--- src/rtl/core/sdiv_pkg.sv ---
// Shared types and constants for the signed 64-by-32 saturating divider.
// Used by every module and interface under rtl/core; depends on nothing.
package sdiv_pkg;

  localparam int DVD_W = 64;  // dividend width
  localparam int DVS_W = 32;  // divisor width and magnitude width
  localparam int QUO_W = 32;  // quotient port width
  localparam int STS_W = 2;   // status code width

  typedef enum logic [STS_W-1:0] {
    ST_OK   = 2'd0,
    ST_OVF  = 2'd1,
    ST_DIV0 = 2'd2
  } status_t;

  // Control that travels down the pipeline beside the data.
  typedef struct packed {
    logic    qneg;
    status_t status;
  } ctrl_t;

endpackage

--- src/rtl/core/sdiv_fmt.sv ---
// Output stage: applies sign, saturation and divide-by-zero, holds the result.
// Depends on sdiv_pkg.
module sdiv_fmt #(
  parameter int Q_W = 31
) (
  input  logic                              clk,
  input  logic                              rst_n,
  input  logic                              vld_i,
  output logic                              rdy_o,
  input  logic [Q_W-1:0]                    q_i,
  input  sdiv_pkg::ctrl_t                   ctrl_i,
  output logic                              vld_o,
  input  logic                              rdy_i,
  output logic signed [sdiv_pkg::QUO_W-1:0] quotient_o,
  output logic [sdiv_pkg::STS_W-1:0]        status_o
);

  logic                        vld_r;
  logic [sdiv_pkg::QUO_W-1:0]  quo_r, quo_nxt, mag;
  sdiv_pkg::status_t           sts_r;

  assign rdy_o = !vld_r || rdy_i;

  always_comb begin
    if (ctrl_i.status == sdiv_pkg::ST_OVF) begin
      mag = {{(sdiv_pkg::QUO_W-Q_W){1'b0}}, {Q_W{1'b1}}};
    end else begin
      mag = {{(sdiv_pkg::QUO_W-Q_W){1'b0}}, q_i};
    end
    if (ctrl_i.status == sdiv_pkg::ST_DIV0) begin
      quo_nxt = '0;
    end else if (ctrl_i.qneg) begin
      quo_nxt = ~mag + 1'b1;
    end else begin
      quo_nxt = mag;
    end
  end

  always_ff @(posedge clk) begin
    if (!rst_n) begin
      vld_r <= 1'b0;
    end else if (rdy_o) begin
      vld_r <= vld_i;
    end
  end

  always_ff @(posedge clk) begin
    if (vld_i && rdy_o) begin
      quo_r <= quo_nxt;
      sts_r <= ctrl_i.status;
    end
  end

  assign vld_o      = vld_r;
  assign quotient_o = quo_r;
  assign status_o   = sts_r;

endmodule

--- config.mk ---
export PLATFORM = sky130hd
export DESIGN_NAME = sdiv_fmt
export DESIGN_NICKNAME = d
export VERILOG_FILES = /design/src/rtl/core/sdiv_pkg.sv /design/src/rtl/core/sdiv_fmt.sv
export SDC_FILE = /design/constraint.sdc
export NUM_CORES = 1
export LEC_CHECK = 0
export ABC_AREA = 0
export BUFFER_PORTS_ARGS = -buffer_cell sky130_fd_sc_hd__buf_4
export CAP_MARGIN = 0
export CORE_MARGIN = 5
export CORE_UTILIZATION = 51
export DETAILED_ROUTE_END_ITERATION = 16
export PLACE_DENSITY = 0.8
export SLEW_MARGIN = 20
export SYNTH_ARGS = -nofsm -noshare
export SYNTH_HDL_FRONTEND = slang
export SYNTH_SLANG_ARGS = --single-unit
export TNS_END_PERCENT = 100
--- constraint.sdc ---
create_clock -name clk -period 3.8 [get_ports clk]
set_clock_uncertainty 0.2 [all_clocks]
set_input_delay 0.76 -clock clk [delete_from_list [all_inputs] [get_ports clk]]
set_output_delay 0.76 -clock clk [all_outputs]
set_load 0.02 [all_outputs]
==> flow_metrics.env <==
export IMPL_outcome="complete, no violations"
export IMPL_grt_use_total_pct=21.5
export IMPL_wl_per_cell_microns=17.8
export IMPL_antenna_found_initial=0
export IMPL_cts_clk_slew_worst_paths_ns=0.07
export IMPL_insertion_delay_ns=0.28
export IMPL_syn_to_final_growth_pct=26.5
export IMPL_die_y_microns=77.9
export IMPL_syn_num_nets=284
export IMPL_cts_sinks=35
export IMPL_place_gp_congestion=0.896
export IMPL_period_needed_ns=2.90
export IMPL_finalMaxSlewViolations=0
export IMPL_postCtsSetupRepairBufs=0
export IMPL_drc=0
export IMPL_start_kind="input port"
export IMPL_maxCapViolCount=0
export IMPL_crit_fanout=8
export IMPL_fin_area_sq_um=2970
export IMPL_arrival_ns=2.75
export IMPL_fin_setup_tns_ns=0
export IMPL_netlist_instances=245
export IMPL_async_flop_share_pct=0
export IMPL_ir_worst_vdd_mv=0.186
export IMPL_rsz0062_at_grt="false"
export IMPL_syn_area_per_cell_sq_um=9.60
export IMPL_grt_max_degree=35
export IMPL_first_iter_violations=308
export IMPL_wl_mm=6.52
export IMPL_via_count=2314
export IMPL_ys_types=61
export IMPL_initial_core_util_pct=53.3
export IMPL_grt_pass1_vias=2195
export IMPL_cellPowerDensity_nw_per_um2=333
export IMPL_htree_levels=2
export IMPL_hold_path_class="reg2reg"
export IMPL_drt_antenna_violating_nets=0
export IMPL_num_io_pins=74
export IMPL_rrSetupSlack_ns=2.30
export IMPL_die_area_sq_um=6070
export IMPL_worst_pin_slew_ns=0.685
export IMPL_via_per_inst=6.32
export IMPL_cp_data_required_time_ns=3.64
export IMPL_rows=24
export IMPL_port_buffers=73
export IMPL_cts_buffers=5
export IMPL_antennaDiodeCount=0
export IMPL_root_buffer="clkbuf_8"
export IMPL_nets=352
export IMPL_final_hold_viol_count=0
export IMPL_min_from="vld_o"
export IMPL_rr_startpoint="vld_o"
export IMPL_cts_path_max_buffers=2
export IMPL_cts_tree="built"
export IMPL_setup_viol=0
export IMPL_first_pass_iters=6
export IMPL_critPathKind="in2reg"
export IMPL_fmax_mhz=345
export IMPL_core_sq_um=4410
export IMPL_grt_pass1_wl_mm=10.6
export IMPL_wl_met2_mm=3.07
export IMPL_end_kind="flop"
export IMPL_postCtsHoldBufs=0
export IMPL_final_core_util_pct=67.3
export IMPL_synth_edf_count=34
export IMPL_wl_met3_microns=618
export IMPL_crit_start="ctrl_i[0]"
export IMPL_dp_hpwl_mm=4.61
export IMPL_cts_resized=0
export IMPL_placed_area_sq_um=2890
export IMPL_slew_headroom_pct=54.4
export IMPL_syn_area_sq_um=2350
export IMPL_yosysSeqAreaShare_pct=44.3
export IMPL_synth_flop_cell="edfxtp_1"
export IMPL_die_x_microns=77.9
export IMPL_gr_total_overflow=0
export IMPL_drive_above_1_share_pct=31.8
export IMPL_ys_ff_latch=35
export IMPL_power_leakage_nw=1.12
export IMPL_wl_met1_mm=2.70
export IMPL_post_route_period_util_pct=76.4
export IMPL_top_layer_used="met4"
export IMPL_ys_warn_count=0
[cell type report]
type,count,area [sq um]
fillers,361,1440
multi-input cells,191,1200
flip-flops and latches,35,1040
repair buffers,76,571
clock buffers,8,80.1
well taps,52,65.1
inverters,4,15.0
[synthesized netlist by cell type, types with 2 or more instances]
master | n | area, sq um
nor2_1 | 35 | 131
edfxtp_1 | 34 | 1020
a21oi_1 | 20 | 100
o21ai_0 | 19 | 95.1
nor3_1 | 17 | 85.1
clkbuf_1 | 7 | 26.3
nand2_1 | 7 | 26.3
nand3_1 | 7 | 35.0
o31ai_1 | 7 | 52.6
nand4_1 | 6 | 37.5
inv_1 | 4 | 15.0
nand2b_1 | 4 | 25.0
o21a_1 | 4 | 30.0
or4_4 | 4 | 45.0
xnor2_1 | 4 | 35.0
a211oi_1 | 3 | 22.5
a41oi_1 | 3 | 26.3
and2_1 | 3 | 18.8
buf_6 | 3 | 33.8
nor4_1 | 3 | 18.8
or3_1 | 3 | 18.8
a221oi_1 | 2 | 17.5
buf_1 | 2 | 7.51
mux2i_1 | 2 | 20.0
o211a_1 | 2 | 20.0
o221a_2 | 2 | 22.5
o41ai_1 | 2 | 17.5
or2b_1 | 2 | 15.0
or4_1 | 2 | 15.0
[layer usage]
| metal | track usage [%] | up-vias |
|---|---|---|
| met1 | 29.5 | 1065 |
| met5 | 0 | - |
| li1 | - | 1091 |
| met4 | 8.28 | 0 |
| met2 | 33.5 | 143 |
| met3 | 4.17 | 15 |
[state kept, by name, indices dropped and copies added, names as in the netlist]
register	count
quotient_o	32
status_o	2
vld_o	1
[layout by cell type (no fill, tap or decap), types with 3 or more instances in the layout]
cell type,instances
nor4_1,3
o21a_1,4
a21oi_1,20
nand2_1,7
nand4_1,6
o31ai_1,7
nand3_1,7
a211oi_1,3
clkbuf_8,5
inv_1,4
nand2b_1,4
edfxtp_1,34
clkbuf_1,3
xnor2_1,4
or3_1,3
and2_1,3
nor3_1,17
or4_4,4
buf_4,76
nor2_1,35
a41oi_1,3
o21ai_0,19
[per-stage QoR]
step	setup slack [ns]	std cells	total power [W]	hold WS [ns]
3_5_place_dp	0.654	358	0.000734	0.345
2_1_floorplan	0.491	245	0.000621	0.550
4_1_cts	0.944	366	0.000993	0.354
5_1_grt	0.780	366	0.00103	0.380
3_3_place_gp	0.735	358	0.000729	0.314
6_report	0.898	366	0.000989	0.350
[worst paths after layout]
| kind | end | depth (start not counted) |
|---|---|---|
| worst max-delay path | quotient_o[18] | 9 |
| worst min-delay path | vld_o | 2 |
| worst max register to register | quotient_o[25] | 3 |
| worst min register to register | vld_o | 2 |
[critical path, stage by stage]
cell and delay [ns]:
buf_4 0.14, nor2b_4 0.13, nor2_1 0.13, ha_1 0.19, nand2b_1 0.24, or4_1 0.53, nor3_1 0.23, nor3_1 0.07
a311o_1 0.32
[kinds of logic after synthesis]
kind of cell / after synthesis / share of synthesized area, %
xor+xnor: 4 / 1.49
fa+ha+maj: 1 / 0.532
simple gates: 111 / 27.4
buf+inv: 19 / 4.63
compound gates: 73 / 20.9
mux: 2 / 0.852
flops: 35 / 44.3
[where the power goes]
group | total, W | switching, W | internal [W]
clock network | 0.000260 | 0.000130 | 0.000130
registers | 0.000471 | 0.00000808 | 0.000463
logic | 0.000257 | 0.000151 | 0.000107
total | 0.000989 | 0.000289 | 0.000700
No activity file was read; power rests on OpenSTA's default activity.
