<file path="config.mk">
export PLATFORM = sky130hd
export DESIGN_NAME = sdiv_step
export DESIGN_NICKNAME = d
export VERILOG_FILES = /design/src/rtl/core/sdiv_pkg.sv /design/src/rtl/core/sdiv_step.sv
export SDC_FILE = /design/constraint.sdc
export NUM_CORES = 1
export LEC_CHECK = 0
export BUFFER_PORTS_ARGS = -buffer_cell sky130_fd_sc_hd__buf_4
export CORE_MARGIN = 2
export CORE_UTILIZATION = 45
export DETAILED_ROUTE_END_ITERATION = 10
export PLACE_DENSITY_LB_ADDON = 0.12
export SLEW_MARGIN = 25
export SYNTH_ARGS = -nofsm -noshare
export SYNTH_HDL_FRONTEND = slang
export SYNTH_SLANG_ARGS = --single-unit
</file>
<file path="constraint.sdc">
create_clock -name clk -period 6.4 [get_ports clk]
set_input_delay 0.32 -clock clk [delete_from_list [all_inputs] [get_ports clk]]
set_output_delay 0.32 -clock clk [all_outputs]
set_load 0.02 [all_outputs]
</file>
<file path="src/rtl/core/sdiv_pkg.sv">
// Shared types and constants for the signed 64-by-32 saturating divider.
// Used by every module and interface under rtl/core; depends on nothing.
package sdiv_pkg;

  localparam int DVD_W = 64;  // dividend width
  localparam int DVS_W = 32;  // divisor width and magnitude width
  localparam int QUO_W = 32;  // quotient port width
  localparam int STS_W = 2;   // status code width

  typedef enum logic [STS_W-1:0] {
    ST_OK   = 2'd0,
    ST_OVF  = 2'd1,
    ST_DIV0 = 2'd2
  } status_t;

  // Control that travels down the pipeline beside the data.
  typedef struct packed {
    logic    qneg;
    status_t status;
  } ctrl_t;

endpackage

</file>
<file path="src/rtl/core/sdiv_step.sv">
// One restoring division step as a register stage: decides quotient bit BIT.
// Depends on sdiv_pkg.
module sdiv_step #(
  parameter int Q_W   = 31,
  parameter int REM_W = 62,
  parameter int BIT   = 0
) (
  input  logic                        clk,
  input  logic                        rst_n,
  input  logic                        vld_i,
  output logic                        rdy_o,
  input  logic [REM_W-1:0]            rem_i,
  input  logic [Q_W-1:0]              q_i,
  input  logic [sdiv_pkg::DVS_W-1:0]  dy_i,
  input  sdiv_pkg::ctrl_t             ctrl_i,
  output logic                        vld_o,
  input  logic                        rdy_i,
  output logic [REM_W-1:0]            rem_o,
  output logic [Q_W-1:0]              q_o,
  output logic [sdiv_pkg::DVS_W-1:0]  dy_o,
  output sdiv_pkg::ctrl_t             ctrl_o
);

  localparam int HW = REM_W - BIT;

  logic                        vld_r;
  logic [REM_W-1:0]            rem_r, rem_nxt;
  logic [Q_W-1:0]              q_r, q_nxt;
  logic [sdiv_pkg::DVS_W-1:0]  dy_r;
  sdiv_pkg::ctrl_t             ctrl_r;
  logic [HW:0]                 diff;

  assign rdy_o = !vld_r || rdy_i;

  // The trial value dy << BIT has zero low bits, so only the upper slice is compared.
  assign diff = {1'b0, rem_i[REM_W-1:BIT]}
              - {1'b0, {(HW-sdiv_pkg::DVS_W){1'b0}}, dy_i};

  always_comb begin
    rem_nxt = rem_i;
    q_nxt   = q_i;
    q_nxt[BIT] = !diff[HW];
    if (!diff[HW]) begin
      rem_nxt[REM_W-1:BIT] = diff[HW-1:0];
    end
  end

  always_ff @(posedge clk) begin
    if (!rst_n) begin
      vld_r <= 1'b0;
    end else if (rdy_o) begin
      vld_r <= vld_i;
    end
  end

  always_ff @(posedge clk) begin
    if (vld_i && rdy_o) begin
      rem_r  <= rem_nxt;
      q_r    <= q_nxt;
      dy_r   <= dy_i;
      ctrl_r <= ctrl_i;
    end
  end

  assign vld_o  = vld_r;
  assign rem_o  = rem_r;
  assign q_o    = q_r;
  assign dy_o   = dy_r;
  assign ctrl_o = ctrl_r;

endmodule

</file>
==> results of run 1 <==
-- kinds of logic (layout without fill, tap and decap cells) --
group | Yosys count | after routing | synth area share
adders and majority gates | 33 | 33 | 0.06109
muxes | 1 | 1 | 0.001636
AOI/OAI and AO/OA | 142 | 142 | 0.1347
xor gates and xnor gates | 59 | 59 | 0.07509
DFF | 129 | 129 | 0.5615
buffers and inverters | 64 | 339 | 0.03945
and+or+nand+nor | 174 | 174 | 0.1265
-- layer usage --
layer | vias up | wire length, um | part of all wire | track usage
li1 | 2751 | - | - | -
met1 | 2668 | 7032 | 0.39 | 0.2558
met3 | 29 | 1576 | 0.088 | 0.06427
met5 | - | 0 | 0 | 0
met4 | 0 | 371 | 0.021 | 0.07886
met2 | 259 | 8885 | 0.50 | 0.3750
-- cell usage after synthesis (all sizes together) (3+ instances only) --
cell / count
edfxtp: 128
a21boi: 5
nor3: 17
a21o: 9
clkbuf: 7
nand2: 75
o21a: 9
a21oi: 32
a31oi: 10
nand2b: 6
buf: 13
inv: 44
o21ai: 49
a311oi: 3
or4: 3
o211ai: 7
nor4: 18
xor2: 32
xnor2: 27
and3: 4
nor2b: 3
nand3: 6
nor2: 22
nand4: 10
ha: 32
-- area by class of cell --
cell class | instances | share of cell area
timing repair buffer | 263 | 0.2068
clock buffer | 18 | 0.04467
tap | 188 | 0.02448
clock inverter | 14 | 0.01862
sequential | 129 | 0.4021
multi-input combinational | 409 | 0.2861
inverter | 44 | 0.01719
-- where the power goes --
part	switching [mW]	leakage (nW)	internal, mW	total, mW
Clock	0.384	0.295	0.619	1.00
Combinational	0.296	2.48	0.224	0.520
Sequential	0.0177	1.24	1.02	1.03
-- through the flow --
| step | hold WS [ns] | total power, mW | instance area [um^2] |
|---|---|---|---|
| after detailed placement | 0.4995 | 1.570 | 8980 |
| after floorplan | 0.4189 | 1.348 | 6882 |
| after global placement | 0.4987 | 1.561 | 8980 |
| after CTS | 0.05880 | 2.573 | 9588 |
| final | 0.07418 | 2.557 | 9608 |
| after global routing | 0.05710 | 2.653 | 9608 |
-- layout by cell type, fill, tap and decap left out, types with 6 or more instances in the layout --
cell type and n:
nand2b_1 6, a21o_1 9, o21ai_0 46, a21oi_1 31
nand4_1 9, buf_4 262, ha_1 32, edfxtp_1 128
nand3_1 6, inv_1 44, nor4_1 14, o21a_1 8
o211ai_1 7, nand2_1 74, nor2_1 21, nor3_1 17
xor2_1 32, clkbuf_16 17, xnor2_1 27, a31oi_1 9
-- how the worst max path moves through the flow --
stage / from / to / slack (ns) / cells after the start
after floorplan: vld_o / ctrl_o[0] / 2.30 / 2
after global placement: rem_i[54] / rem_o[17] / 2.80 / 9
after detailed placement: rem_i[54] / rem_o[17] / 2.81 / 9
after CTS: rem_i[54] / rem_o[17] / 3.25 / 9
after global routing: rem_i[54] / rem_o[17] / 3.05 / 9
final: rem_i[54] / rem_o[17] / 3.26 / 9
-- sequential cells by signal, summed over array words and instances, names as in the netlist --
signal,count
rem_o,62
dy_o,32
q_o,31
ctrl_o,3
vld_o,1
-- worst max-delay path, cell delays in order --
cell	delay (ns)
buf_4	0.13
nor4_1	0.47
nand2_1	0.18
or3_1	0.39
nor4_2	0.34
nand2_2	0.15
nor2_4	0.46
buf_4	0.47
mux2_2	0.38
==> flow_summary_export.csv, run 1 <==
group,metric,value,unit
sta,clock-skew-final,0.005835,ns
floorplan,io_pins,262,
pwr,leakage,4.022,nW
floorplan,dieArea,16300,um^2
sta,setup_tns,0,ns
critical_path,crit_required,6.58,ns
floorplan,core_area,15090,um^2
sta,tightest_slew,0.8076,ns
detailed_routing,drt-pass1-iter-count,5,
yosys,ys_seq_area_frac,0.5615,
clock_network,ctsHoldBuffers,0,
placed_design,dpl.cell_count,1032,
yosys,synth_cells,602,
yosys,synth_top_area_share,0.5585,
clock_network,clock-root-buffer,"clkbuf_16",
detailed_routing,route.antenna.remaining_nets,0,
clock_network,cts_tree,"yes",
global_routing,grt_pass1_vias,5605,
hold_path,whs_endpoint,"q_o[18]",
detailed_routing,detail_route.wl_per_cell,16.77,um
critical_path,r2r_slack,4.49,ns
pwr,powerDensity,266.1,nW/um^2
critical_path,r2r_start,"vld_o",
global_routing,grt_max_degree,83,
clock_network,cts.repair.resized,0,
global_routing,grtUsageTotal,0.2165,
yosys,synth_top_cell_by_area,"edfxtp_1",
sta,fin_crit_sh,0.4906,
yosys,ys_ff_latch,129,
yosys,avgSynthCellArea,11.43,um^2
finish,drive_gt1_frac,0.3546,
hold_path,holdPathStages,1,
critical_path,start_kind,"input pin",
detailed_routing,vias_per_cell,5.359,
critical_path,ff2ff_path_depth,3,
global_routing,antenna_found_initial,0,
detailed_routing,wl,17870,um
floorplan,rows,45,
sta,max_clock_freq,0.3185,GHz
yosys,yosys_warnings,0,
yosys,yosysUniqueCellTypes,62,
floorplan,die_h,127.7,um
sta,finalHoldViolations,0,
critical_path,cp.arrival,3.32,ns
run_status,outcome,"finished clean",
hold_path,min-delay-start,"q_i[18]",
sta,setup_viol,0,
sta,relSlewSlack,0.4566,
finish,postLayoutCoreUtil,0.6367,
detailed_routing,vias,5707,
sta,grt_setup_unrepaired,"no",
sta,period_needed,3.140,ns
finish,finalNonFillerCells,1065,
yosys,synth_edf_count,128,
critical_path,setup.worst_path.end_class,"register",
placed_design,io_buffers,260,
global_routing,overflow,0,
clock_network,cts_buffers,17,
clock_network,clk_pin_slew,0.06,ns
global_routing,grt_pass1_wl,27610,um
sta,layout_setup_ws,3.260,ns
placed_design,preCtsSetupSlack,2.811,ns
yosys,synth_area,6882,um^2
critical_path,rr_endpoint,"q_o[13]",
detailed_routing,drt_iter0_drc,463,
yosys,synthTopCellsByArea,"edfxtp_1 (56%), ha_1 (5.8%), xor2_1 (4.1%)",
placed_design,dp_hpwl,13580,um
finish,area_growth,39.62,%
placed_design,gp_congestion,0.9013,
detailed_routing,drc,0,
clock_network,post-cts-setup-buffers,0,
hold_path,hold_path_class,"in -> reg",
finish,seq_area,3864,um^2
critical_path,critical_path_class,"in -> reg",
clock_network,clkLatencyLatePin,0.42,ns
sta,slew_violations,0,
finish,antennaDiodeCount,0,
yosys,synthFlopType,"edfxtp_1",
yosys,synthArstFlopShare,0,
finish,nFillCells,1222,
clock_network,cts_max_level,4,
floorplan,start_util,0.4561,
pwr,ir_worst_vdd,0.2034,mV
floorplan,die_w,127.7,um
clock_network,cts_max_path_buffers,2,
clock_network,clock-sinks,129,
yosys,syn_nets,767,
critical_path,crit_path_max_fanout,45,
run,maxCapViolCount,0,
finish,nNetsFinal,1029,
finish,multi_input_area,2749,um^2
No activity file was read; power rests on OpenSTA's default activity.
==> run 2, diff against run 1 <==
==> constraint.sdc (replaced) <==
create_clock -name clk -period 3.13 [get_ports clk]
set_input_delay 0.1565 -clock clk [delete_from_list [all_inputs] [get_ports clk]]
set_output_delay 0.1565 -clock clk [all_outputs]
set_load 0.02 [all_outputs]
==> flow_summary_export.csv, run 2 (synthesis results as in run 1) <==
group,metric,value,unit
sta,tightest_slew,0.9193,ns
finish,nNetsFinal,1112,
sta,clock-skew-final,0.01067,ns
placed_design,place_area,9133,um^2
finish,most-common-layout-cells,"buf_4 (277), edfxtp_1 (128), nand2_1 (74)",
sta,relSlewSlack,0.3815,
placed_design,dpl.cell_count,1049,
sta,slew_violations,0,
pwr,ir_worst_vdd,0.3324,mV
detailed_routing,drt_iter0_drc,408,
sta,hold_slack,0.01969,ns
run,maxCapViolCount,0,
critical_path,crit_required,3.29,ns
finish,nFillCells,1145,
pwr,pwr-share-comb,0.222,
detailed_routing,vias,6010,
detailed_routing,route.antenna.remaining_nets,0,
clock_network,cts_max_path_buffers,2,
sta,fin_crit_sh,0.9581,
global_routing,overflow,0,
clock_network,cts_tree,"yes",
floorplan,die_h,127.7,um
detailed_routing,drt-pass1-iter-count,5,
clock_network,clk_pin_slew,0.06,ns
floorplan,start_util,0.4561,
detailed_routing,met3_length,1357,um
critical_path,setup.worst_path.end_class,"register",
finish,finalNonFillerCells,1148,
detailed_routing,top_layer,"met4",
sta,max_clock_freq,0.3335,GHz
clock_network,post-cts-setup-buffers,0,
sta,finalHoldViolations,0,
floorplan,core_area,15090,um^2
finish,drive_gt1_frac,0.3510,
pwr,pwr-share-seq,0.401,
placed_design,dp_hpwl,14040,um
floorplan,io_pins,262,
sta,setup_tns,0,ns
global_routing,antenna_found_initial,0,
placed_design,io_buffers,260,
pwr,p_int,3.796,mW
detailed_routing,wl_met1,7781,um
pwr,powerDensity,505.3,nW/um^2
global_routing,grtUsageTotal,0.2333,
critical_path,cp.arrival,3.16,ns
clock_network,clock-sinks,129,
detailed_routing,drc,0,
floorplan,dieArea,16300,um^2
finish,area_growth,51.69,%
sta,period_needed,2.999,ns
critical_path,crit_path_max_fanout,9,
global_routing,grt_pass1_wl,29700,um
detailed_routing,detail_route.wl_per_cell,16.89,um
global_routing,grt_pass1_vias,6091,
detailed_routing,wl,19390,um
clock_network,clock-root-buffer,"clkbuf_16",
clock_network,clkLatencyLatePin,0.43,ns
pwr,clock_power_share,0.377,
finish,antennaDiodeCount,0,
hold_path,hold_path_class,"in -> reg",
pwr,switching_share,0.2804,
sta,layout_setup_ws,0.1312,ns
placed_design,gp_congestion,0.8620,
detailed_routing,wl_met2,9844,um
global_routing,grt_max_degree,65,
sta,setup_viol,0,
detailed_routing,vias_per_cell,5.235,
clock_network,cts_buffers,17,
finish,largest_register_ffs,62,
placed_design,preCtsSetupSlack,0.02584,ns
run_status,outcome,"finished clean",
clock_network,cts_max_level,4,
critical_path,critical_path_class,"in -> reg",
pwr,leakage,4.371,nW
pwr,p_switching,1.479,mW
finish,final_common_cell,"buf_4",
critical_path,start_kind,"input pin",
floorplan,die_w,127.7,um
finish,stdcell_area,10440,um^2
floorplan,rows,45,
sta,grt_setup_unrepaired,"yes",
## run 2: final timing paths
check	startpoint	end	slack, ns	cells past startpoint
max	dy_i[13]	rem_o[60]	0.13	13
min	rem_i[2]	rem_o[2]	0.02	3
max reg2reg	vld_o	rem_o[31]	1.42	3
min reg2reg	vld_o	dy_o[18]	0.95	2
## run 2: area by class of cell
| type | instances | area, um^2 | share of cell area |
|---|---|---|---|
| inverters | 44 | 165.2 | 0.01582 |
| well taps | 188 | 235.2 | 0.02253 |
| clock buffers | 18 | 429.2 | 0.04111 |
| multi-input cells | 409 | 2803 | 0.2685 |
| clock inverters | 14 | 152.6 | 0.01462 |
| flip-flops and latches | 129 | 3864 | 0.3701 |
| repair buffers | 346 | 2790 | 0.2673 |
## run 2: worst max-delay path, stage by stage
cell and delay [ns]:
dlygate4sd3_1 0.54, buf_4 0.11, inv_1 0.04, ha_1 0.32
a21oi_1 0.21, o21ai_0 0.15, a211o_1 0.37, or2_4 0.30
a31oi_4 0.25, o41ai_4 0.08, buf_4 0.20, nor4_1 0.30
xor2_1 0.11
## run 2: what timing repair did
action / 4_1_cts / 5_1_grt
gates resized for setup: 0 / 14
hold endpoints to repair: 66 / 0
hold buffers: 67 / 0
setup endpoints to repair: 0 / 21
## run 2: metrics by stage
stage | total power, mW | util
final | 5.275 | 0.6918
after global routing | 5.467 | 0.6918
after CTS | 5.287 | 0.6882
after detailed placement | 3.236 | 0.6052
after global placement | 3.219 | 0.6052
after floorplan | 2.750 | -
## run 2: per-layer routing
layer | vias to the layer above | GRT usage
met5 | - | 0
met4 | 0 | 0.09179
met3 | 43 | 0.06553
met2 | 238 | 0.4070
met1 | 2816 | 0.2728
li1 | 2913 | -
## run 2: power by group through the flow
stage | logic (mW) | clock network, mW | registers (mW)
final | 1.17 | 1.99 | 2.12
after global routing | 1.26 | 2.08 | 2.13
after CTS | 1.16 | 2.01 | 2.12
after detailed placement | 1.08 | 0 | 2.15
after global placement | 1.07 | 0 | 2.15
after floorplan | 0.423 | 0 | 2.33
