===== src/rtl/core/sdiv_pkg.sv =====
// Shared types and constants for the signed 64-by-32 saturating divider.
// Used by every module and interface under rtl/core; depends on nothing.
package sdiv_pkg;

  localparam int DVD_W = 64;  // dividend width
  localparam int DVS_W = 32;  // divisor width and magnitude width
  localparam int QUO_W = 32;  // quotient port width
  localparam int STS_W = 2;   // status code width

  typedef enum logic [STS_W-1:0] {
    ST_OK   = 2'd0,
    ST_OVF  = 2'd1,
    ST_DIV0 = 2'd2
  } status_t;

  // Control that travels down the pipeline beside the data.
  typedef struct packed {
    logic    qneg;
    status_t status;
  } ctrl_t;

endpackage


===== src/rtl/core/sdiv_prep.sv =====
// Front stage: operand magnitudes, quotient sign and divide-by-zero flag.
// Depends on sdiv_pkg.
module sdiv_prep (
  input  logic                              clk,
  input  logic                              rst_n,
  input  logic                              vld_i,
  output logic                              rdy_o,
  input  logic signed [sdiv_pkg::DVD_W-1:0] dividend_i,
  input  logic signed [sdiv_pkg::DVS_W-1:0] divisor_i,
  output logic                              vld_o,
  input  logic                              rdy_i,
  output logic [sdiv_pkg::DVD_W-1:0]        nx_o,
  output logic [sdiv_pkg::DVS_W-1:0]        dy_o,
  output sdiv_pkg::ctrl_t                   ctrl_o
);

  logic                        vld_r;
  logic [sdiv_pkg::DVD_W-1:0]  nx_r, nx_nxt;
  logic [sdiv_pkg::DVS_W-1:0]  dy_r, dy_nxt;
  sdiv_pkg::ctrl_t             ctrl_r, ctrl_nxt;
  logic                        xneg, yneg;

  assign rdy_o = !vld_r || rdy_i;

  always_comb begin
    xneg = dividend_i[sdiv_pkg::DVD_W-1];
    yneg = divisor_i[sdiv_pkg::DVS_W-1];
    // Two's complement negate gives the exact magnitude, most negative included.
    nx_nxt = xneg ? (~dividend_i + 1'b1) : dividend_i;
    dy_nxt = yneg ? (~divisor_i + 1'b1) : divisor_i;
    ctrl_nxt.qneg   = xneg ^ yneg;
    ctrl_nxt.status = (divisor_i == '0) ? sdiv_pkg::ST_DIV0 : sdiv_pkg::ST_OK;
  end

  always_ff @(posedge clk) begin
    if (!rst_n) begin
      vld_r <= 1'b0;
    end else if (rdy_o) begin
      vld_r <= vld_i;
    end
  end

  always_ff @(posedge clk) begin
    if (vld_i && rdy_o) begin
      nx_r   <= nx_nxt;
      dy_r   <= dy_nxt;
      ctrl_r <= ctrl_nxt;
    end
  end

  assign vld_o  = vld_r;
  assign nx_o   = nx_r;
  assign dy_o   = dy_r;
  assign ctrl_o = ctrl_r;

endmodule


===== config.mk =====
export PLATFORM = sky130hd
export DESIGN_NAME = sdiv_prep
export DESIGN_NICKNAME = d
export VERILOG_FILES = /design/src/rtl/core/sdiv_pkg.sv /design/src/rtl/core/sdiv_prep.sv
export SDC_FILE = /design/constraint.sdc
export NUM_CORES = 1
export LEC_CHECK = 0
export BUFFER_PORTS_ARGS = -buffer_cell sky130_fd_sc_hd__buf_2
export CAP_MARGIN = 20
export CORE_ASPECT_RATIO = 0.6
export CORE_UTILIZATION = 53
export DETAILED_ROUTE_END_ITERATION = 10
export PLACE_DENSITY_LB_ADDON = 0.15
export SLEW_MARGIN = 40
export SYNTH_ARGS = -nofsm -noshare
export SYNTH_HDL_FRONTEND = slang
export SYNTH_SLANG_ARGS = --single-unit

===== constraint.sdc =====
create_clock -name clk -period 5.3 [get_ports clk]
set_input_delay 0.53 -clock clk [delete_from_list [all_inputs] [get_ports clk]]
set_output_delay 0.53 -clock clk [all_outputs]
set_load 0.05 [all_outputs]

==> metrics.log, run 1 <==
INFO  metric run_status = finished clean
INFO  metric yosysTopAreaCellShare = 56.63%
INFO  metric final.fill_count = 695
INFO  metric required_arrival_time_at_the_worst_endpoint = 5.39 ns
INFO  metric fin_skew = 0.004179 ns
INFO  metric arrival = 3.03 ns
INFO  metric synth.distinct_cells = 46
INFO  metric synthesis.area_per_instance = 12.96 sq um
INFO  metric initialDrtViolationCount = 324
INFO  metric achievable-frequency = 0.3400 GHz
INFO  metric synth-warning-count = 0
INFO  metric use_met1 = 34.34%
INFO  metric synth_enable_flop_cells = 98
INFO  metric die-height = 78.70 um
INFO  metric synth_area_leaders = sky130_fd_sc_hd__edfxtp_1 57%, sky130_fd_sc_hd__xnor2_1 15%, sky130_fd_sc_hd__o31ai_1 3.2%
INFO  metric grt_busiest_layer = met2
INFO  metric setup_violations = 0
INFO  metric global_route.overflow_total = 0
INFO  metric timing.setup.critical_path_class = input pin to flip-flop
INFO  metric pwrdens = 312.3 nW/um^2
INFO  metric via_per_inst = 5.485
INFO  metric number_of_antenna_violations_at_the_first_check_in_global_routing = 0
INFO  metric post_cts_resized = 0
INFO  metric setup_repair_after_global_routing_missed_its_margin = no
INFO  metric grt_max_degree = 66
INFO  metric crit_path_start_kind = input pin
INFO  metric ys_ff_latch = 99
INFO  metric max_stage_delay = 0.66 ns
INFO  metric drive_gt1_share = 40.96%
INFO  metric h-tree-depth = 3
INFO  metric part_of_the_cycle_the_worst_path_needs = 55.50%
INFO  metric ys_seq_area_share = 57.02%
INFO  metric final_design_utilization = 70.18%
INFO  metric async_flop_share = 0%
INFO  metric synth.largest_area_cell = sky130_fd_sc_hd__edfxtp_1
INFO  metric num_rows = 27
INFO  metric insertion_delay = 0.34 ns
INFO  metric area.growth.synth_to_final = 26.39%
INFO  metric cts_sinks = 99
INFO  metric endpoint_kind = flip-flop
INFO  metric critical-path-slowest-cell = sky130_fd_sc_hd__or4b_2
INFO  metric timing.reg2reg.setup_slack = 3.23 ns
INFO  metric synth-main-ff-cell = sky130_fd_sc_hd__edfxtp_1
INFO  metric irDropWorstVdd = 0.1576 mV
INFO  metric setup_tns = 0 ns
INFO  metric cp_max_fo = 12
INFO  metric initial_core_util = 55.53%
INFO  metric timing.final.hold_violations = 0
INFO  metric worst_min_path_class = input pin to flip-flop
INFO  metric minimum_period_implied_by_the_final_worst_setup_slack = 2.941 ns
INFO  metric gp_congestion = 0.8367
INFO  metric cts-root-to-sink-buffers = 2
INFO  metric io_buffers = 199
INFO  metric top_count_cell_post_synth = sky130_fd_sc_hd__edfxtp_1
INFO  metric floorplan.die.width = 129.8 um
INFO  metric cts_post_setup_buffers_inserted = 0
INFO  metric cts-buffers-inserted = 9
INFO  metric wl_per_cell = 16.82 um
INFO  metric antenna_violating_nets_post_route = 0
INFO  metric floorplan.die_area = 10220 sq um
INFO  metric via_count = 4026
INFO  metric finalMaxSlewViolations = 0
INFO  metric post_route_drc = 0
INFO  metric max_slew_margin = 45.38%
INFO  metric clkSlewWorstSetupHoldPaths = 0.07 ns
INFO  metric grtUsageTotal = 24.46%
INFO  metric cts_tree = built
INFO  metric synth_fp_nets = 503
INFO  metric met2_usage = 37.27%
INFO  metric p_leak = 2.442 nW
INFO  metric ctsHoldBuffers = 0
INFO  metric clk_root_buffer_cell = sky130_fd_sc_hd__clkbuf_16
INFO  metric grt_first_pass_wirelength = 18910 um
INFO  metric dp_hpwl = 9080 um
INFO  metric worstPathCellList = buf_2 -> inv_1 -> ha_1 -> or4b_2 -> nor4_2 -> nand4_1 -> o41ai_1 -> xnor2_1
INFO  metric drtPass1Iterations = 5
INFO  metric design.portCount = 201
INFO  metric synth.cells.most_frequent = 98 x sky130_fd_sc_hd__edfxtp_1, 89 x sky130_fd_sc_hd__xnor2_1, 28 x sky130_fd_sc_hd__nand2_1
INFO  metric fp.coreArea = 9358 sq um
INFO  metric grtUsageMet3 = 7.210%
INFO  metric num-nets-final = 700
INFO  metric post_syn_area = 5196 sq um
INFO  metric max-cap-violations = 0
INFO  metric post_synth_inst_count = 401
INFO  metric grt_pass1_vias = 3707
INFO  metric route.final.wire_length = 12350 um
INFO  metric pin_slew_with_the_least_headroom_to_its_limit = 0.8118 ns
==> cells by family after synthesis <==
family	Yosys count	share of synthesized area [%]
flops	99	57.02
fa+ha+maj	2	0.4815
xor+xnor	91	15.34
other cells	1	0.07217
simple gates	112	13.68
buf+inv	21	1.902
compound gates	75	11.51
==> power by group <==
group,total (mW),internal [mW],switching (mW)
clock,0.608,0.319,0.289
combinational,0.486,0.131,0.355
sequential,0.957,0.943,0.0143
==> stage by stage <==
stage | hold slack, ns | area [sq um] | power (mW) | std cells | setup WS [ns]
after global placement | 0.5211 | 6292 | 1.452 | 717 | 2.060
after global routing | 0.3987 | 6565 | 2.119 | 733 | 2.119
after CTS | 0.3899 | 6565 | 2.063 | 733 | 2.347
after detailed placement | 0.5327 | 6295 | 1.459 | 717 | 1.967
after floorplan | 0.6289 | 5196 | 1.319 | 401 | 1.498
final | 0.4037 | 6568 | 2.051 | 734 | 2.359
==> layout make-up <==
type | instances | area, sq um | share of cell area [%]
Clock buffer | 10 | 229.0 | 3.486
Antenna cell | 1 | 2.502 | 0.03810
Sequential cell | 99 | 2963 | 45.11
Inverter | 7 | 26.28 | 0.4001
Timing Repair Buffer | 200 | 1006 | 15.32
Multi-Input combinational cell | 281 | 2137 | 32.54
Tap cell | 130 | 162.7 | 2.477
Clock inverter | 6 | 41.29 | 0.6287
==> layout by cell type (no fill, tap or decap), types with 2 or more instances in the layout <==
| cell | synthesis | routed |
|---|---|---|
| sky130_fd_sc_hd__nor4b_1 | 2 | 2 |
| sky130_fd_sc_hd__edfxtp_1 | 98 | 98 |
| sky130_fd_sc_hd__a21oi_1 | 2 | 2 |
| sky130_fd_sc_hd__xnor2_1 | 89 | 89 |
| sky130_fd_sc_hd__or4_1 | 11 | 11 |
| sky130_fd_sc_hd__inv_1 | 7 | 7 |
| sky130_fd_sc_hd__clkinv_2 | 0 | 2 |
| sky130_fd_sc_hd__nor4_2 | 2 | 2 |
| sky130_fd_sc_hd__nand3_1 | 6 | 6 |
| sky130_fd_sc_hd__nor3_1 | 7 | 7 |
| sky130_fd_sc_hd__nor4_1 | 5 | 5 |
| sky130_fd_sc_hd__nand4_1 | 2 | 2 |
| sky130_fd_sc_hd__o21ai_0 | 25 | 25 |
| sky130_fd_sc_hd__clkbuf_16 | 0 | 9 |
| sky130_fd_sc_hd__o31ai_1 | 22 | 22 |
| sky130_fd_sc_hd__or3_1 | 13 | 13 |
| sky130_fd_sc_hd__xor2_1 | 2 | 2 |
| sky130_fd_sc_hd__buf_2 | 1 | 198 |
| sky130_fd_sc_hd__o31ai_2 | 7 | 7 |
| sky130_fd_sc_hd__or2_2 | 5 | 5 |
| sky130_fd_sc_hd__o41ai_2 | 4 | 4 |
| sky130_fd_sc_hd__nand2_1 | 28 | 28 |
| sky130_fd_sc_hd__or4_4 | 4 | 4 |
| sky130_fd_sc_hd__ha_1 | 2 | 2 |
| sky130_fd_sc_hd__nand2b_1 | 6 | 6 |
| sky130_fd_sc_hd__nor2_1 | 9 | 9 |
| sky130_fd_sc_hd__buf_4 | 1 | 2 |
| sky130_fd_sc_hd__o41ai_1 | 12 | 12 |
| sky130_fd_sc_hd__clkinvlp_4 | 0 | 3 |
==> state kept, by name, indices dropped and copies added (netlist names) <==
signal  flops
nx_o       64
dy_o       32
ctrl_o      2
vld_o       1
==> critical path: cells and delay by family <==
family	cells	cell delay, ns
AOI/OAI and AO/OA	1	0.55
xor gates and xnor gates	1	0.11
adders and majority gates	1	0.19
buffers and inverters	2	0.19
and+or+nand+nor	3	1.45
==> per-layer routing <==
metal  part of all wire (%)  wire [um]
met1                     46       5653
met2                     44       5492
met3                    8.9       1095
met4                   0.84        104
met5                      0          0
==> path summary, 6_finish.rpt <==
kind                            from                endpoint  cells after the start
setup reg to reg  vld_o$_SDFFE_PN0N_  dy_o[31]$_SDFFCE_PN0P_                      3
hold / removal         dividend_i[0]       nx_o[0]$_DFFE_PP_                      1
hold reg to reg   vld_o$_SDFFE_PN0N_      vld_o$_SDFFE_PN0N_                      2
setup / recovery       dividend_i[1]      nx_o[42]$_DFFE_PP_                      8
Power figures use the tool's default switching activity.
==> inputs of run 2 (changes only) <==
--- a/config.mk
+++ b/config.mk
@@ -8,7 +8,7 @@
 export BUFFER_PORTS_ARGS = -buffer_cell sky130_fd_sc_hd__buf_2
 export CAP_MARGIN = 20
 export CORE_ASPECT_RATIO = 0.6
-export CORE_UTILIZATION = 53
+export CORE_UTILIZATION = 49
 export DETAILED_ROUTE_END_ITERATION = 10
 export PLACE_DENSITY_LB_ADDON = 0.15
 export SLEW_MARGIN = 40
==> constraint.sdc (replaced) <==
create_clock -name clk -period 2.8 [get_ports clk]
set_input_delay 0.28 -clock clk [delete_from_list [all_inputs] [get_ports clk]]
set_output_delay 0.28 -clock clk [all_outputs]
set_load 0.05 [all_outputs]
==> run 2 against run 1 <==
Setup slack got worse by 1.9 ns. Highest routed layer unchanged. Core utilization fell by 4.2 points. Power rose by 93%. Wire length rose by 4.9%. Clock skew rose by 0.0028 ns. Final cell count rose by 1.5%.
==> metrics.log, run 2 (synthesized netlist as in run 1, its figures left out) <==
INFO  metric initial_core_util = 51.50% (was 55.53%)
INFO  metric drive_gt1_share = 41.48% (was 40.96%)
INFO  metric timing.setup.critical_path_class = input pin to flip-flop (unchanged)
INFO  metric p_total = 3.967 mW (was 2.051 mW)
INFO  metric placed_cells_incl_taps = 729 (was 717)
INFO  metric required_arrival_time_at_the_worst_endpoint = 2.88 ns (was 5.39 ns)
INFO  metric drtPass1Iterations = 4 (was 5)
INFO  metric path_buf_inv = 3 (was 2)
INFO  metric ctsHoldBuffers = 0 (unchanged)
INFO  metric intPower = 2.727 mW (was 1.393 mW)
INFO  metric number_of_antenna_violations_at_the_first_check_in_global_routing = 0 (unchanged)
INFO  metric layout.cells.most_common_list = 199 x sky130_fd_sc_hd__buf_2, 98 x sky130_fd_sc_hd__edfxtp_1, 89 x sky130_fd_sc_hd__xnor2_1, 28 x sky130_fd_sc_hd__nand2_1, 25 x sky130_fd_sc_hd__o21ai_0 (was 198 x sky130_fd_sc_hd__buf_2, 98 x sky130_fd_sc_hd__edfxtp_1, 89 x sky130_fd_sc_hd__xnor2_1, 28 x sky130_fd_sc_hd__nand2_1, 25 x sky130_fd_sc_hd__o21ai_0)
INFO  metric cts-root-to-sink-buffers = 2 (unchanged)
INFO  metric grtUsageTotal = 23.41% (was 24.46%)
INFO  metric cts-buffers-inserted = 9 (unchanged)
INFO  metric setup_tns = 0 ns (unchanged)
INFO  metric max_slew_margin = 61.52% (was 45.38%)
INFO  metric timing.final.hold_violations = 0 (unchanged)
INFO  metric final_cell_count_no_fill = 745 (was 734)
INFO  metric finalMaxSlewViolations = 0 (unchanged)
INFO  metric fin_skew = 0.006964 ns (was 0.004179 ns)
INFO  metric dp_hpwl = 9953 um (was 9080 um)
INFO  metric cp_top_delay_family = simple AND/OR/NAND/NOR gates (unchanged)
INFO  metric global_route.overflow_total = 0 (unchanged)
INFO  metric num-nets-final = 707 (was 700)
INFO  metric switching_power = 1.240 mW (was 0.6579 mW)
INFO  metric cts_post_setup_buffers_inserted = 0 (unchanged)
INFO  metric setup_violations = 0 (unchanged)
INFO  metric insertion_delay = 0.34 ns (about the same)
INFO  metric antenna-diode-count = 0 (was 1)
INFO  metric floorplan.die.width = 134.9 um (was 129.8 um)
INFO  metric run_status = finished clean (unchanged)
INFO  metric h-tree-depth = 3 (unchanged)
INFO  metric arrival = 2.39 ns (was 3.03 ns)
INFO  metric pwrdens = 595.9 nW/um^2 (was 312.3 nW/um^2)
INFO  metric swShare = 31.26% (was 32.08%)
INFO  metric wl_per_cell = 17.39 um (was 16.82 um)
INFO  metric pin_slew_with_the_least_headroom_to_its_limit = 0.5728 ns (was 0.8118 ns)
INFO  metric antenna_violating_nets_post_route = 0 (unchanged)
INFO  metric pwr-share-seq = 45.7% (was 46.7%)
INFO  metric area.growth.synth_to_final = 28.12% (was 26.39%)
INFO  metric worst_min_path_class = input pin to flip-flop (unchanged)
INFO  metric worstPathCellList = buf_2 -> inv_1 -> ha_1 -> or4b_2 -> nor4_2 -> nand4_1 -> buf_4 -> o41ai_1 -> xnor2_1 (was buf_2 -> inv_1 -> ha_1 -> or4b_2 -> nor4_2 -> nand4_1 -> o41ai_1 -> xnor2_1)
INFO  metric endpoint_kind = flip-flop (unchanged)
INFO  metric fp.coreArea = 10090 sq um (was 9358 sq um)
INFO  metric minimum_period_implied_by_the_final_worst_setup_slack = 2.308 ns
INFO  metric setup_repair_after_global_routing_missed_its_margin = no (unchanged)
INFO  metric post_cts_resized = 0 (unchanged)
INFO  metric gp_congestion = 0.8877 (was 0.8367)
INFO  metric grt_pass1_vias = 3806 (was 3707)
INFO  metric initialDrtViolationCount = 275 (was 324)
INFO  metric die-height = 81.77 um (was 78.70 um)
INFO  metric design.portCount = 201 (unchanged)
INFO  metric crit_path_start_kind = input pin (unchanged)
INFO  metric power.clock.fraction = 30.8% (was 29.6%)
INFO  metric via_count = 4057 (was 4026)
INFO  metric proportion_of_power_drawn_by_combinational_gates = 23.5% (was 23.7%)
INFO  metric part_of_the_cycle_the_worst_path_needs = 82.44%
INFO  metric clk_root_buffer_cell = sky130_fd_sc_hd__clkbuf_16 (unchanged)
INFO  metric num_rows = 28 (was 27)
INFO  metric post_route_drc = 0 (unchanged)
INFO  metric cp_max_fo = 12 (unchanged)
INFO  metric max-cap-violations = 0 (unchanged)
INFO  metric io_buffers = 199 (unchanged)
INFO  metric grt_first_pass_wirelength = 19510 um (was 18910 um)
INFO  metric leading_cell_type_in_the_layout_fill_and_taps_excluded = sky130_fd_sc_hd__buf_2 (unchanged)
INFO  metric grt_max_degree = 51 (was 66)
INFO  metric via_per_inst = 5.446 (was 5.485)
INFO  metric clkSlewWorstSetupHoldPaths = 0.07 ns (about the same)
INFO  metric cts_sinks = 99 (unchanged)
INFO  metric route.final.wire_length = 12960 um (was 12350 um)
INFO  metric floorplan.die_area = 11030 sq um (was 10220 sq um)
INFO  metric largest_register_ffs = 64 (unchanged)
INFO  metric max_stage_delay = 0.68 ns (was 0.66 ns)
INFO  metric achievable-frequency = 0.4332 GHz
INFO  metric irDropWorstVdd = 0.3156 mV (was 0.1576 mV)
INFO  metric critical-path-slowest-cell = sky130_fd_sc_hd__or4b_2 (unchanged)
INFO  metric p_leak = 2.499 nW (was 2.442 nW)
INFO  metric cts_tree = built (unchanged)
run 2: cell types whose count changed in the layout (fill, tap and decap cells not counted), sizes merged:
cell / before / now
diode: 1 / 0
bufinv: 0 / 1
clkinvlp: 3 / 0
inv: 8 / 7
buf: 200 / 207
clkinv: 2 / 6
clkbuf: 10 / 9
run 2: routing by layer:
metal / share of wire, % / up-vias / track usage, %
met1: 48 / 1930 / 33.82
li1: - / 1948 / -
met3: 8.6 / 7 / 6.111
met2: 43 / 172 / 35.10
met4: 0.76 / 0 / 5.618
met5: 0 / - / 0
run 2: power by group through the flow:
stage,registers [mW],logic (mW),clock network [mW]
after floorplan,2.26,0.234,0
after global placement,1.84,0.915,0
after detailed placement,1.85,0.930,0
after CTS,1.81,0.931,1.25
after global routing,1.82,0.980,1.30
final,1.81,0.931,1.22
run 2: layout make-up:
| class | count | area, sq um |
|---|---|---|
| Fill cell | 812 | 3432 |
| Sequential cell | 99 | 2963 |
| Multi-Input combinational cell | 281 | 2137 |
| Timing Repair Buffer | 207 | 1069 |
| Clock buffer | 9 | 225.2 |
| Tap cell | 135 | 168.9 |
| Clock inverter | 7 | 68.82 |
| Inverter | 7 | 26.28 |
run 2: final timing paths:
path                                    startpoint            endpoint  slack, ns  cells after the start
worst max-delay path                 dividend_i[1]  nx_o[42]$_DFFE_PP_       0.49                      9
worst min-delay path                 dividend_i[0]   nx_o[0]$_DFFE_PP_       0.16                      1
worst max register to register  vld_o$_SDFFE_PN0N_  nx_o[18]$_DFFE_PP_       1.26                      3
worst min register to register  vld_o$_SDFFE_PN0N_  vld_o$_SDFFE_PN0N_       0.55                      2
run 2: metrics by stage:
stage	setup slack, ns	area (sq um)	hold WS [ns]	utilization (%)
3_5_place_dp	0.1876	6364	0.5062	63.07
5_1_grt	0.3395	6658	0.1588	65.98
3_3_place_gp	0.2875	6364	0.5025	63.07
2_1_floorplan	0.07424	5197	0.3789	-
6_report	0.4917	6658	0.1611	65.98
4_1_cts	0.5408	6658	0.1506	65.98
